$ cat config.mk
export PLATFORM = sky130hd
export DESIGN_NAME = fullwidth_halfwidth_converter
export DESIGN_NICKNAME = d
export VERILOG_FILES = /design/src/fwhw_pkg.sv /design/src/fwhw_conv.sv /design/src/fwhw_outreg.sv /design/src/fullwidth_halfwidth_converter.sv
export VERILOG_INCLUDE_DIRS = /design/src /design/src/src
export SDC_FILE = /design/constraint.sdc
export NUM_CORES = 1
export LEC_CHECK = 0
export BUFFER_PORTS_ARGS = -buffer_cell sky130_fd_sc_hd__buf_2
export CORE_ASPECT_RATIO = 1.4
export CORE_MARGIN = 3
export CORE_UTILIZATION = 55
export CTS_BUF_LIST = sky130_fd_sc_hd__clkbuf_4
export CTS_CLUSTER_SIZE = 14
export DETAILED_ROUTE_END_ITERATION = 6
export PLACE_DENSITY = 0.85
export SETUP_SLACK_MARGIN = 0.05
export SKIP_CTS_REPAIR_TIMING = 1
export SLEW_MARGIN = 20
export SYNTH_ARGS = -nofsm -noshare
export SYNTH_HDL_FRONTEND = slang
export SYNTH_SLANG_ARGS = --single-unit
$ cat constraint.sdc
create_clock -name clk -period 3.88 [get_ports clk]
set_input_delay 0.582 -clock clk [delete_from_list [all_inputs] [get_ports clk]]
set_output_delay 0.582 -clock clk [all_outputs]
set_load 0.02 [all_outputs]
$ cat src/fullwidth_halfwidth_converter_macros.svh
// ----------------------------------------------------------------------------
// Fullwidth/halfwidth converter assertion macros
// Shared concurrent assertion forms for the converter modules.
// ----------------------------------------------------------------------------
`ifndef FULLWIDTH_HALFWIDTH_CONVERTER_MACROS_SVH
`define FULLWIDTH_HALFWIDTH_CONVERTER_MACROS_SVH

// Antecedent implies consequent in the same cycle, outside reset.
`define FWHW_ASSERT_IMPLY(lbl, clk, rst_n, ante, cons) \
  lbl: assert property (@(posedge clk) disable iff (!rst_n) (ante) |-> (cons)) \
    else $error("fwhw: implication check failed");

// Antecedent implies consequent in the following cycle, outside reset.
`define FWHW_ASSERT_NEXT(lbl, clk, rst_n, ante, cons) \
  lbl: assert property (@(posedge clk) disable iff (!rst_n) (ante) |=> (cons)) \
    else $error("fwhw: next-cycle check failed");

`endif

$ cat src/fwhw_pkg.sv
// ----------------------------------------------------------------------------
// fwhw_pkg
// Types and constants for the fullwidth/halfwidth UTF-8 converter.
// ----------------------------------------------------------------------------
package fwhw_pkg;

  typedef enum logic [1:0] {
    HELD_NONE = 2'd0,
    HELD_LEAD = 2'd1,
    HELD_BOTH = 2'd2
  } held_t;

  typedef struct packed {
    logic [7:0] b0;
    logic [7:0] b1;
    logic [7:0] b2;
    logic [1:0] count;
    logic       string_end;
  } result_t;

  localparam logic [1:0]  CNT_ONE   = 2'd1;
  localparam logic [1:0]  CNT_TWO   = 2'd2;
  localparam logic [1:0]  CNT_THREE = 2'd3;

  localparam logic        DIR_FULL_TO_HALF = 1'b0;

  localparam logic [15:0] CP_IDEO_SPACE = 16'h3000;
  localparam logic [15:0] CP_FULL_LO    = 16'hFF01;
  localparam logic [15:0] CP_FULL_HI    = 16'hFF5E;
  localparam logic [15:0] FULL_OFFSET   = 16'hFEE0;

  localparam logic [7:0]  ASCII_SPACE = 8'h20;
  localparam logic [7:0]  ASCII_LO    = 8'h21;
  localparam logic [7:0]  ASCII_HI    = 8'h7E;

  localparam logic [3:0]  LEAD3_NIBBLE = 4'hE;
  localparam logic [1:0]  CONT_PREFIX  = 2'b10;

endpackage

$ cat src/fwhw_conv.sv
// ----------------------------------------------------------------------------
// fwhw_conv
// Input register, group buffer and conversion logic for one byte per cycle while not stalled.
// ----------------------------------------------------------------------------
module fwhw_conv (
  input  logic                clk,
  input  logic                rst_n,
  input  logic                cfg_we,
  input  logic                cfg_wdata,
  input  logic                in_valid,
  output logic                in_stall,
  input  logic [7:0]          in_byte,
  input  logic                in_end_of_string,
  output logic                res_valid,
  input  logic                res_ready,
  output fwhw_pkg::result_t   res
);

  `include "fullwidth_halfwidth_converter_macros.svh"

  logic                direction_r;
  logic                s1_valid_r, s1_valid_nxt;
  logic [7:0]          s1_byte_r;
  logic                s1_eos_r;
  fwhw_pkg::held_t     held_r, held_nxt;
  logic [7:0]          lead_r, lead_nxt;
  logic [7:0]          second_r, second_nxt;

  logic                emit;
  logic                s1_consume;
  logic                in_take;
  logic [15:0]         cp_full;
  logic [15:0]         cp_grp;
  logic [7:0]          cp_ascii;

  // Three-byte UTF-8 form of a 16-bit code point
  function automatic logic [23:0] encode3(input logic [15:0] cp);
    encode3 = {fwhw_pkg::LEAD3_NIBBLE, cp[15:12],
               fwhw_pkg::CONT_PREFIX, cp[11:6],
               fwhw_pkg::CONT_PREFIX, cp[5:0]};
  endfunction

  assign cp_full  = {8'h00, s1_byte_r} + fwhw_pkg::FULL_OFFSET;
  assign cp_grp   = {lead_r[3:0], second_r[5:0], s1_byte_r[5:0]};
  assign cp_ascii = 8'(cp_grp - fwhw_pkg::FULL_OFFSET);

  always_comb begin
    emit       = 1'b1;
    held_nxt   = held_r;
    lead_nxt   = lead_r;
    second_nxt = second_r;
    res        = '0;
    res.b0     = s1_byte_r;
    res.count  = fwhw_pkg::CNT_ONE;
    res.string_end = s1_eos_r;
    if (direction_r != fwhw_pkg::DIR_FULL_TO_HALF) begin
      if (s1_byte_r >= fwhw_pkg::ASCII_LO && s1_byte_r <= fwhw_pkg::ASCII_HI) begin
        {res.b0, res.b1, res.b2} = encode3(cp_full);
        res.count = fwhw_pkg::CNT_THREE;
      end else if (s1_byte_r == fwhw_pkg::ASCII_SPACE) begin
        {res.b0, res.b1, res.b2} = encode3(fwhw_pkg::CP_IDEO_SPACE);
        res.count = fwhw_pkg::CNT_THREE;
      end
    end else begin
      case (held_r)
        fwhw_pkg::HELD_NONE: begin
          if (s1_byte_r[7:4] == fwhw_pkg::LEAD3_NIBBLE && !s1_eos_r) begin
            emit     = 1'b0;
            held_nxt = fwhw_pkg::HELD_LEAD;
            lead_nxt = s1_byte_r;
          end
        end
        fwhw_pkg::HELD_LEAD: begin
          if (s1_eos_r) begin
            // flush the partial group as it stands
            res.b0    = lead_r;
            res.b1    = s1_byte_r;
            res.count = fwhw_pkg::CNT_TWO;
            held_nxt  = fwhw_pkg::HELD_NONE;
          end else begin
            emit       = 1'b0;
            held_nxt   = fwhw_pkg::HELD_BOTH;
            second_nxt = s1_byte_r;
          end
        end
        fwhw_pkg::HELD_BOTH: begin
          held_nxt = fwhw_pkg::HELD_NONE;
          if (cp_grp == fwhw_pkg::CP_IDEO_SPACE) begin
            res.b0 = fwhw_pkg::ASCII_SPACE;
          end else if (cp_grp >= fwhw_pkg::CP_FULL_LO && cp_grp <= fwhw_pkg::CP_FULL_HI) begin
            res.b0 = cp_ascii;
          end else begin
            res.b0    = lead_r;
            res.b1    = second_r;
            res.b2    = s1_byte_r;
            res.count = fwhw_pkg::CNT_THREE;
          end
        end
        default: begin
          held_nxt = fwhw_pkg::HELD_NONE;
        end
      endcase
    end
  end

  assign res_valid    = s1_valid_r && emit;
  assign s1_consume   = s1_valid_r && (!emit || res_ready);
  assign in_stall     = s1_valid_r && !s1_consume;
  assign in_take      = in_valid && !in_stall;
  assign s1_valid_nxt = in_take ? 1'b1 : (s1_consume ? 1'b0 : s1_valid_r);

  always_ff @(posedge clk) begin
    if (!rst_n) begin
      direction_r <= fwhw_pkg::DIR_FULL_TO_HALF;
      s1_valid_r  <= 1'b0;
      held_r      <= fwhw_pkg::HELD_NONE;
    end else begin
      s1_valid_r <= s1_valid_nxt;
      if (cfg_we) begin
        // a direction write drops any partial group
        direction_r <= cfg_wdata;
        held_r      <= fwhw_pkg::HELD_NONE;
      end else if (s1_consume) begin
        held_r <= held_nxt;
      end
    end
  end

  always_ff @(posedge clk) begin
    if (in_take) begin
      s1_byte_r <= in_byte;
      s1_eos_r  <= in_end_of_string;
    end
    if (s1_consume) begin
      lead_r   <= lead_nxt;
      second_r <= second_nxt;
    end
  end

  `FWHW_ASSERT_IMPLY(a_h2f_holds_nothing, clk, rst_n,
    direction_r != fwhw_pkg::DIR_FULL_TO_HALF, held_r == fwhw_pkg::HELD_NONE)
  `FWHW_ASSERT_NEXT(a_eos_empties_buffer, clk, rst_n,
    s1_consume && s1_eos_r && !cfg_we, held_r == fwhw_pkg::HELD_NONE)

endmodule

$ cat src/fwhw_outreg.sv
// ----------------------------------------------------------------------------
// fwhw_outreg
// Result register: holds one finished result until the consumer takes it.
// ----------------------------------------------------------------------------
module fwhw_outreg (
  input  logic                clk,
  input  logic                rst_n,
  input  logic                res_valid,
  output logic                res_ready,
  input  fwhw_pkg::result_t   res,
  output logic                out_valid,
  input  logic                out_stall,
  output fwhw_pkg::result_t   out_res
);

  `include "fullwidth_halfwidth_converter_macros.svh"

  logic              out_valid_r, out_valid_nxt;
  fwhw_pkg::result_t res_r;
  logic              load;

  assign res_ready     = !out_valid_r || !out_stall;
  assign load          = res_valid && res_ready;
  assign out_valid_nxt = load ? 1'b1 : (out_stall ? out_valid_r : 1'b0);

  always_ff @(posedge clk) begin
    if (!rst_n) begin
      out_valid_r <= 1'b0;
    end else begin
      out_valid_r <= out_valid_nxt;
    end
  end

  always_ff @(posedge clk) begin
    if (load) begin
      res_r <= res;
    end
  end

  assign out_valid = out_valid_r;
  assign out_res   = res_r;

  `FWHW_ASSERT_IMPLY(a_count_nonzero, clk, rst_n,
    out_valid_r, res_r.count != 2'd0)
  `FWHW_ASSERT_IMPLY(a_two_byte_is_flush, clk, rst_n,
    out_valid_r && res_r.count == fwhw_pkg::CNT_TWO, res_r.string_end)

endmodule

$ cat src/fullwidth_halfwidth_converter.sv
// Accepted bytes pass the input register, then the conversion, then the result register.
// Throughput: one byte per cycle; with the result register full, out_stall holds the
// input in the same cycle.
// Full-to-half: a held lead or second byte gives no result unless it ends the string.
// Reset (rst_n low, synchronous) clears both valid stages and the group buffer,
// and sets the direction to fullwidth-to-halfwidth.
// ----------------------------------------------------------------------------
// fullwidth_halfwidth_converter
// UTF-8 fullwidth/halfwidth converter, direction selected by a register.
// ----------------------------------------------------------------------------
module fullwidth_halfwidth_converter (
  input  logic       clk,
  input  logic       rst_n,
  input  logic       cfg_we,
  input  logic       cfg_wdata,
  input  logic       in_valid,
  output logic       in_stall,
  input  logic [7:0] in_byte,
  input  logic       in_end_of_string,
  output logic       out_valid,
  input  logic       out_stall,
  output logic [7:0] out_byte0,
  output logic [7:0] out_byte1,
  output logic [7:0] out_byte2,
  output logic [1:0] out_count,
  output logic       out_string_end
);

  logic              res_valid;
  logic              res_ready;
  fwhw_pkg::result_t res;
  fwhw_pkg::result_t out_res;

  fwhw_conv u_conv (
    .clk              (clk),
    .rst_n            (rst_n),
    .cfg_we           (cfg_we),
    .cfg_wdata        (cfg_wdata),
    .in_valid         (in_valid),
    .in_stall         (in_stall),
    .in_byte          (in_byte),
    .in_end_of_string (in_end_of_string),
    .res_valid        (res_valid),
    .res_ready        (res_ready),
    .res              (res)
  );

  fwhw_outreg u_outreg (
    .clk       (clk),
    .rst_n     (rst_n),
    .res_valid (res_valid),
    .res_ready (res_ready),
    .res       (res),
    .out_valid (out_valid),
    .out_stall (out_stall),
    .out_res   (out_res)
  );

  assign out_byte0      = out_res.b0;
  assign out_byte1      = out_res.b1;
  assign out_byte2      = out_res.b2;
  assign out_count      = out_res.count;
  assign out_string_end = out_res.string_end;

endmodule
Word level (Yosys, flattened, before mapping)

Index checks and enable logic that the tools add are counted.

Bits in registers: 57
Bits of input ports: 15
Output and inout bits: 29
Logic and storage cells: 74

Add/subtract/negate cells: 2
$lt $le $gt $ge: 4
Equality and inequality tests: 7
Mux-type cells: 23
Bitwise logic cells: 3
Reduce and logical (&&, ||, !) cells: 22

Operators by type and width:

| cell                  | number |
|---|---|
| $mux 26               | 3 |
| $mux 18               | 2 |
| $pmux 16 s2           | 1 |
| $mux 8                | 3 |
| $eq 16x14->1 const B  | 1 |
| $ge 16x16->1 const B  | 1 |
| $le 16x16->1 const B  | 1 |
| $mux 16               | 1 |
| $add 9x10->11 const B | 1 |
| $eq 8x6->1 const B    | 1 |
| $ge 8x6->1 const B    | 1 |
| $le 8x7->1 const B    | 1 |
| $logic_and 1x1->1     | 8 |
| $pmux 2 s2            | 2 |
| $reduce_and 4->1      | 2 |
| $sub 8x8->8 const B   | 1 |
| $mux 1                | 7 |
| $logic_not 1->1       | 6 |
| $mux 2                | 3 |
| $eq 4x4->1 const B    | 1 |
| $ne 2x1->1 const B    | 2 |
| $not 1->1             | 3 |
| $reduce_and 3->1      | 1 |
| $eq 2x1->1 const B    | 1 |
| 6 further kinds       | 7 |

Longest topological paths before layout

Depth after elaboration: 13
Mapped depth: 8
Mapped depth without buffers: 7

Hierarchy

From an unflattened synthesis, not the netlist that was laid out.

Cell total of the unflattened synthesis: 196
Area, all modules: 2640.0 sq um

By module, submodules not included:

| module      | instances | cells each | area an instance (sq um) | seq. area each (sq um) |
|---|---|---|---|---|
| fwhw_conv   | 1         | 164        | 1788.0                   | 830.8 |
| fwhw_outreg | 1         | 32         | 852.1                    | 830.8 |

Worst setup path before layout

OpenSTA, ideal clock, no wires.

Path type: register to register
From: reg u_conv.held_r[1]
To: reg u_outreg.res_r (netlist bit u_outreg.out_res[0]), enable pin
Setup time: 0.420 ns
Arrival: 2.490 ns
Required time: 3.460 ns
Path slack: 0.970 ns
Cell stages (with the launch flop): 7
Buffers on the path: 0
Period minus slack after synthesis: 2.910 ns
Path through: dfxtp_1 inv_1 ha_1 and2_1 nor2_1 a31o_2 a21oi_1

Word-level cells in the longest chain between the ends: 5
Elaborated cells on any way between the ends: 6
Classes of those cells: 1 x eq/ne; 2 x mux; 3 x reduce/logical

RTL lines:

| item                                                 | line              | source |
|---|---|---|
| from (decl)                                          | fwhw_conv.sv:25   | `fwhw_pkg::held_t held_r, held_nxt;` |
| from (signal assigned)                               | fwhw_conv.sv:116  | `held_r <= fwhw_pkg::HELD_NONE;` |
| from (signal assigned)                               | fwhw_conv.sv:122  | `held_r <= fwhw_pkg::HELD_NONE;` |
| from (signal assigned)                               | fwhw_conv.sv:124  | `held_r <= held_nxt;` |
| $eq 2x1->1 / $logic_not 2->1 (equally long branches) | fwhw_conv.sv:65   | `case (held_r)` |
| $pmux 1 s2 (*)                                       | fwhw_conv.sv:65   |  |
| $mux 1 (*)                                           | fwhw_conv.sv:56   | `if (direction_r != fwhw_pkg::DIR_FULL_TO_HALF) begin` |
| $logic_and 1x1->1 (*)                                | fwhw_conv.sv:106  | `assign res_valid = s1_valid_r && emit;` |
| $logic_and 1x1->1 (*)                                | fwhw_outreg.sv:23 | `assign load = res_valid && res_ready;` |
| net u_outreg.load                                    | fwhw_outreg.sv:20 | `logic load;` |
| to (signal assigned)                                 | fwhw_outreg.sv:36 | `res_r <= res;` |
| to (decl)                                            | fwhw_outreg.sv:19 | `fwhw_pkg::result_t res_r;` |

The timed path passes the listed nets; every way through them passes the cells marked *.
A chain may end at the register's enable or synchronous reset.

Worst setup path after layout

From: reg u_conv.s1_byte_r[5]
To: out in_stall

Word-level cells in the longest chain between the ends: 10

RTL lines:

| item                   | line                                | source |
|---|---|---|
| from (decl)            | fwhw_conv.sv:23                     | `logic [7:0] s1_byte_r;` |
| from (signal assigned) | fwhw_conv.sv:131                    | `s1_byte_r <= in_byte;` |
| $eq 4x4->1             | fwhw_conv.sv:67                     | `if (s1_byte_r[7:4] == fwhw_pkg::LEAD3_NIBBLE && !s1_eos_r) begin` |
| $logic_and 1x1->1      | fwhw_conv.sv:67                     |  |
| $mux 1                 | fwhw_conv.sv:67                     |  |
| $pmux 1 s2             | fwhw_conv.sv:65                     |  |
| $mux 1                 | fwhw_conv.sv:56                     |  |
| $logic_not 1->1        | fwhw_conv.sv:107                    | `assign s1_consume = s1_valid_r && (!emit \|\| res_ready);` |
| $logic_or 1x1->1       | fwhw_conv.sv:107                    |  |
| $logic_and 1x1->1      | fwhw_conv.sv:107                    |  |
| $logic_not 1->1        | fwhw_conv.sv:108                    | `assign in_stall = s1_valid_r && !s1_consume;` |
| $logic_and 1x1->1      | fwhw_conv.sv:108                    |  |
| to (decl)              | fullwidth_halfwidth_converter.sv:17 | `output logic in_stall,` |

No other way between the ends.

==> flow_metrics.py <==
metrics = {
    "timing": {
        "worstMarginPinSlew_ns": 0.688,
        "finalSetupTns_ns": 0,
        "drv_slew": 0,
        "setup_violations": 0,
        "period_minus_slack_ns": 2.72,
        "slew_headroom_pct": 54.0,
        "fin_crit_sh_pct": 70.0,
        "hold_viol": 0,
        "max_freq_mhz": 368,
        "finClkSkew_ns": 0.00998,
        "rsz0062_at_grt": "false",
    },
    "clock_tree": {
        "insertion_delay_ns": 0.40,
        "clock_sinks": 57,
        "cts_tree": "built",
        "htree_levels": 3,
        "clk_path_buf_depth": 2,
        "numCtsBuffers": 9,
        "root_buffer": "clkbuf_4",
        "clkTransAtPathRegs_ns": 0.09,
    },
    "cells_and_area": {
        "fillers": 353,
        "layout-drive-gt1-share_pct": 28.1,
        "antennaDiodeCount": 0,
        "nets": 265,
        "syn_to_final_growth_pct": 15.4,
    },
    "logic_synthesis": {
        "synth_top_area_cell": "edfxtp_1",
        "yosysMostFrequentCell": "edfxtp_1",
        "synth_top_cell_area_share_pct": 60.1,
        "async_flop_share_pct": 0,
        "yosys-top-cells-area": "edfxtp_1 60%, dfxtp_1 3.8%, a221o_1 3.5%, ha_1 2.9%, nor2b_1 2.6%",
        "synthCells": 190,
        "syn-num-nets": 211,
        "yosys_warnings": 0,
        "yosysUniqueCellTypes": 52,
        "synth_top_flop_cell": "edfxtp_1",
        "ys_top_cells_by_count": "52 x edfxtp_1, 14 x nand2_1, 11 x nor2b_1",
        "ys_ff_latch": 57,
        "synth_edf_count": 52,
        "ys_seq_area_share_pct": 63.9,
        "avgSynthCellArea_um2": 13.7,
        "syn_area_um2": 2600,
    },
    "floorplan": {
        "die_h_um": 87.4,
        "coreArea_um2": 4540,
        "start_util_pct": 57.3,
        "dieArea_um2": 5600,
        "die_x_um": 64.1,
        "rows": 29,
        "io_pins": 44,
    },
    "placed_design": {
        "io_buffers": 43,
        "gp_congestion": 0.952,
        "dp_hpwl_um": 3620,
    },
    "critical_path": {
        "worst_setup_path_end_kind": "primary output",
        "critical_path.top_delay_family": "compound AO/OA/AOI/OAI gates",
        "critical_path_arrival_ns": 2.13,
        "crit_buf_inv": 1,
        "worstPathCellList": "nand2b_1, o31ai_1, a31o_2, nor2_1, buf_2",
        "required_ns": 3.30,
        "path_class": "reg2out",
        "critPathMaxFanout": 15,
        "cpPeakStageDelay_ns": 0.66,
        "slowest_stage": "edfxtp_1",
        "rr_worst_depth": 5,
        "startpoint_type": "register",
        "cp_num_cells": 5,
    },
    "global_routing": {
        "gr-total-overflow": 0,
        "grt.busiest_layer": "met2",
        "first_global_vias": 1753,
        "grt_usage_pct": 19.5,
        "gr-usage-met2_pct": 32.8,
        "grt_use_met1_pct": 21.7,
        "grt_use_met3_pct": 5.81,
        "antenna_found_initial": 0,
        "grt_pass1_wl_um": 8140,
        "grt_max_degree": 28,
    },
    "detailed_routing": {
        "vias": 1804,
        "drt_iter0_drc": 73,
        "vias_per_cell": 5.80,
        "post-route-drc-count": 0,
        "drt_pass1_iterations": 4,
        "drt-total-wl_um": 5060,
        "routedWlPerCell_um": 16.3,
        "antenna_left": 0,
    },
    "status": {
        "status": "finished clean",
    },
    "min_path": {
        "min_path_cells": 1,
        "hold_path.class": "in2reg",
    },
    "power": {
        "p_total_w": 0.00111,
        "p_leak_nw": 1.12,
        "irDropWorstVdd_uv": 226,
        "p_per_area_nw_per_um2": 369,
    },
    "job": {
        "cap_violations": 0,
    },
}
-- logic make-up (layout without fill, tap and decap cells) --
kind of cell,after synthesis,count (layout),share of synthesized area (%)
compound gates,47,47,16.2
xor+xnor,2,2,0.674
fa+ha+maj,6,6,2.89
buf+inv,13,72,2.17
flops,57,57,63.9
mux,2,2,0.770
simple gates,63,63,13.4
-- state kept, by name (all words and copies together), names as in the netlist --
register            count
u_conv.second_r         8
u_conv.lead_r           8
u_outreg.out_valid      1
u_conv.held_r           2
u_outreg.out_res       27
u_conv.direction_r      1
u_conv.s1_valid_r       1
u_conv.s1_eos_r         1
u_conv.s1_byte_r        8
-- path summary, 6_finish.rpt --
| kind | start | end | slack (ns) |
|---|---|---|---|
| worst max register to register | u_conv.s1_byte_r[5] | u_outreg.out_res[20] | 1.22 |
| worst min register to register | u_conv.held_r[1] | u_conv.held_r[1] | 0.55 |
| worst min-delay path | in_byte[6] | u_conv.s1_byte_r[6] | 0.36 |
| worst max-delay path | u_conv.s1_byte_r[5] | in_stall | 1.16 |
-- power breakdown --
group	switching (W)	total (W)	internal (W)
sequential	0.0000194	0.000710	0.000691
clock	0.000194	0.000323	0.000128
combinational	0.0000445	0.0000749	0.0000304
total	0.000258	0.00111	0.000850
-- placed cells by master (no fill, tap or decap), drive strengths merged, types with 2 or more instances in the layout --
| cell type | Yosys | routed |
|---|---|---|
| a21boi | 2 | 2 |
| a21oi | 6 | 6 |
| a221o | 9 | 9 |
| a22oi | 2 | 2 |
| a31o | 2 | 2 |
| and3b | 2 | 2 |
| buf | 1 | 46 |
| clkbuf | 2 | 10 |
| clkinv | 0 | 6 |
| dfxtp | 5 | 5 |
| edfxtp | 52 | 52 |
| ha | 6 | 6 |
| inv | 10 | 10 |
| mux2i | 2 | 2 |
| nand2 | 14 | 14 |
| nand2b | 4 | 4 |
| nand3 | 4 | 4 |
| nor2 | 11 | 11 |
| nor2b | 11 | 11 |
| nor3 | 5 | 5 |
| nor4 | 3 | 3 |
| o211a | 2 | 2 |
| o211ai | 2 | 2 |
| o21ai | 5 | 5 |
| o31a | 2 | 2 |
| o31ai | 3 | 3 |
| or4 | 3 | 3 |
-- per-layer routing --
metal | part of all wire (%) | vias to the layer above
met5 | 0 | -
met4 | 2.3 | 0
met3 | 7.2 | 14
met2 | 51 | 88
met1 | 39 | 842
li1 | - | 860
-- final cells by class --
cell class              count  area [µm²]  share of cell area, %
multi-input cells         120         886                   29.5
repair buffers             46         238                   7.92
well taps                  62        77.6                   2.59
clock inverters             6        25.0                  0.834
inverters                  10        37.5                   1.25
clock buffers              10        75.1                   2.50
flip-flops and latches     57        1660                   55.4
-- worst reg2reg max path: stages (launching register included) --
cell and delay, ns:
edfxtp_1 0.61, or4_4 0.62, nor2_1 0.30, nand4bb_1 0.27, o21ai_0 0.26, a221o_1 0.36
-- stage by stage --
stage / instance area (µm²) / util [%] / hold slack, ns / setup WS [ns] / cells
after global routing: 3000 / 66.2 / 0.327 / 1.01 / 311
final: 3000 / 66.2 / 0.355 / 1.16 / 311
after detailed placement: 2900 / 63.9 / 0.524 / 1.29 / 295
after floorplan: 2600 / - / 0.443 / 0.970 / 190
after CTS: 3000 / 66.2 / 0.333 / 1.18 / 311
after global placement: 2900 / 63.9 / 0.510 / 1.33 / 295
(Power assumes the default switching activity.)
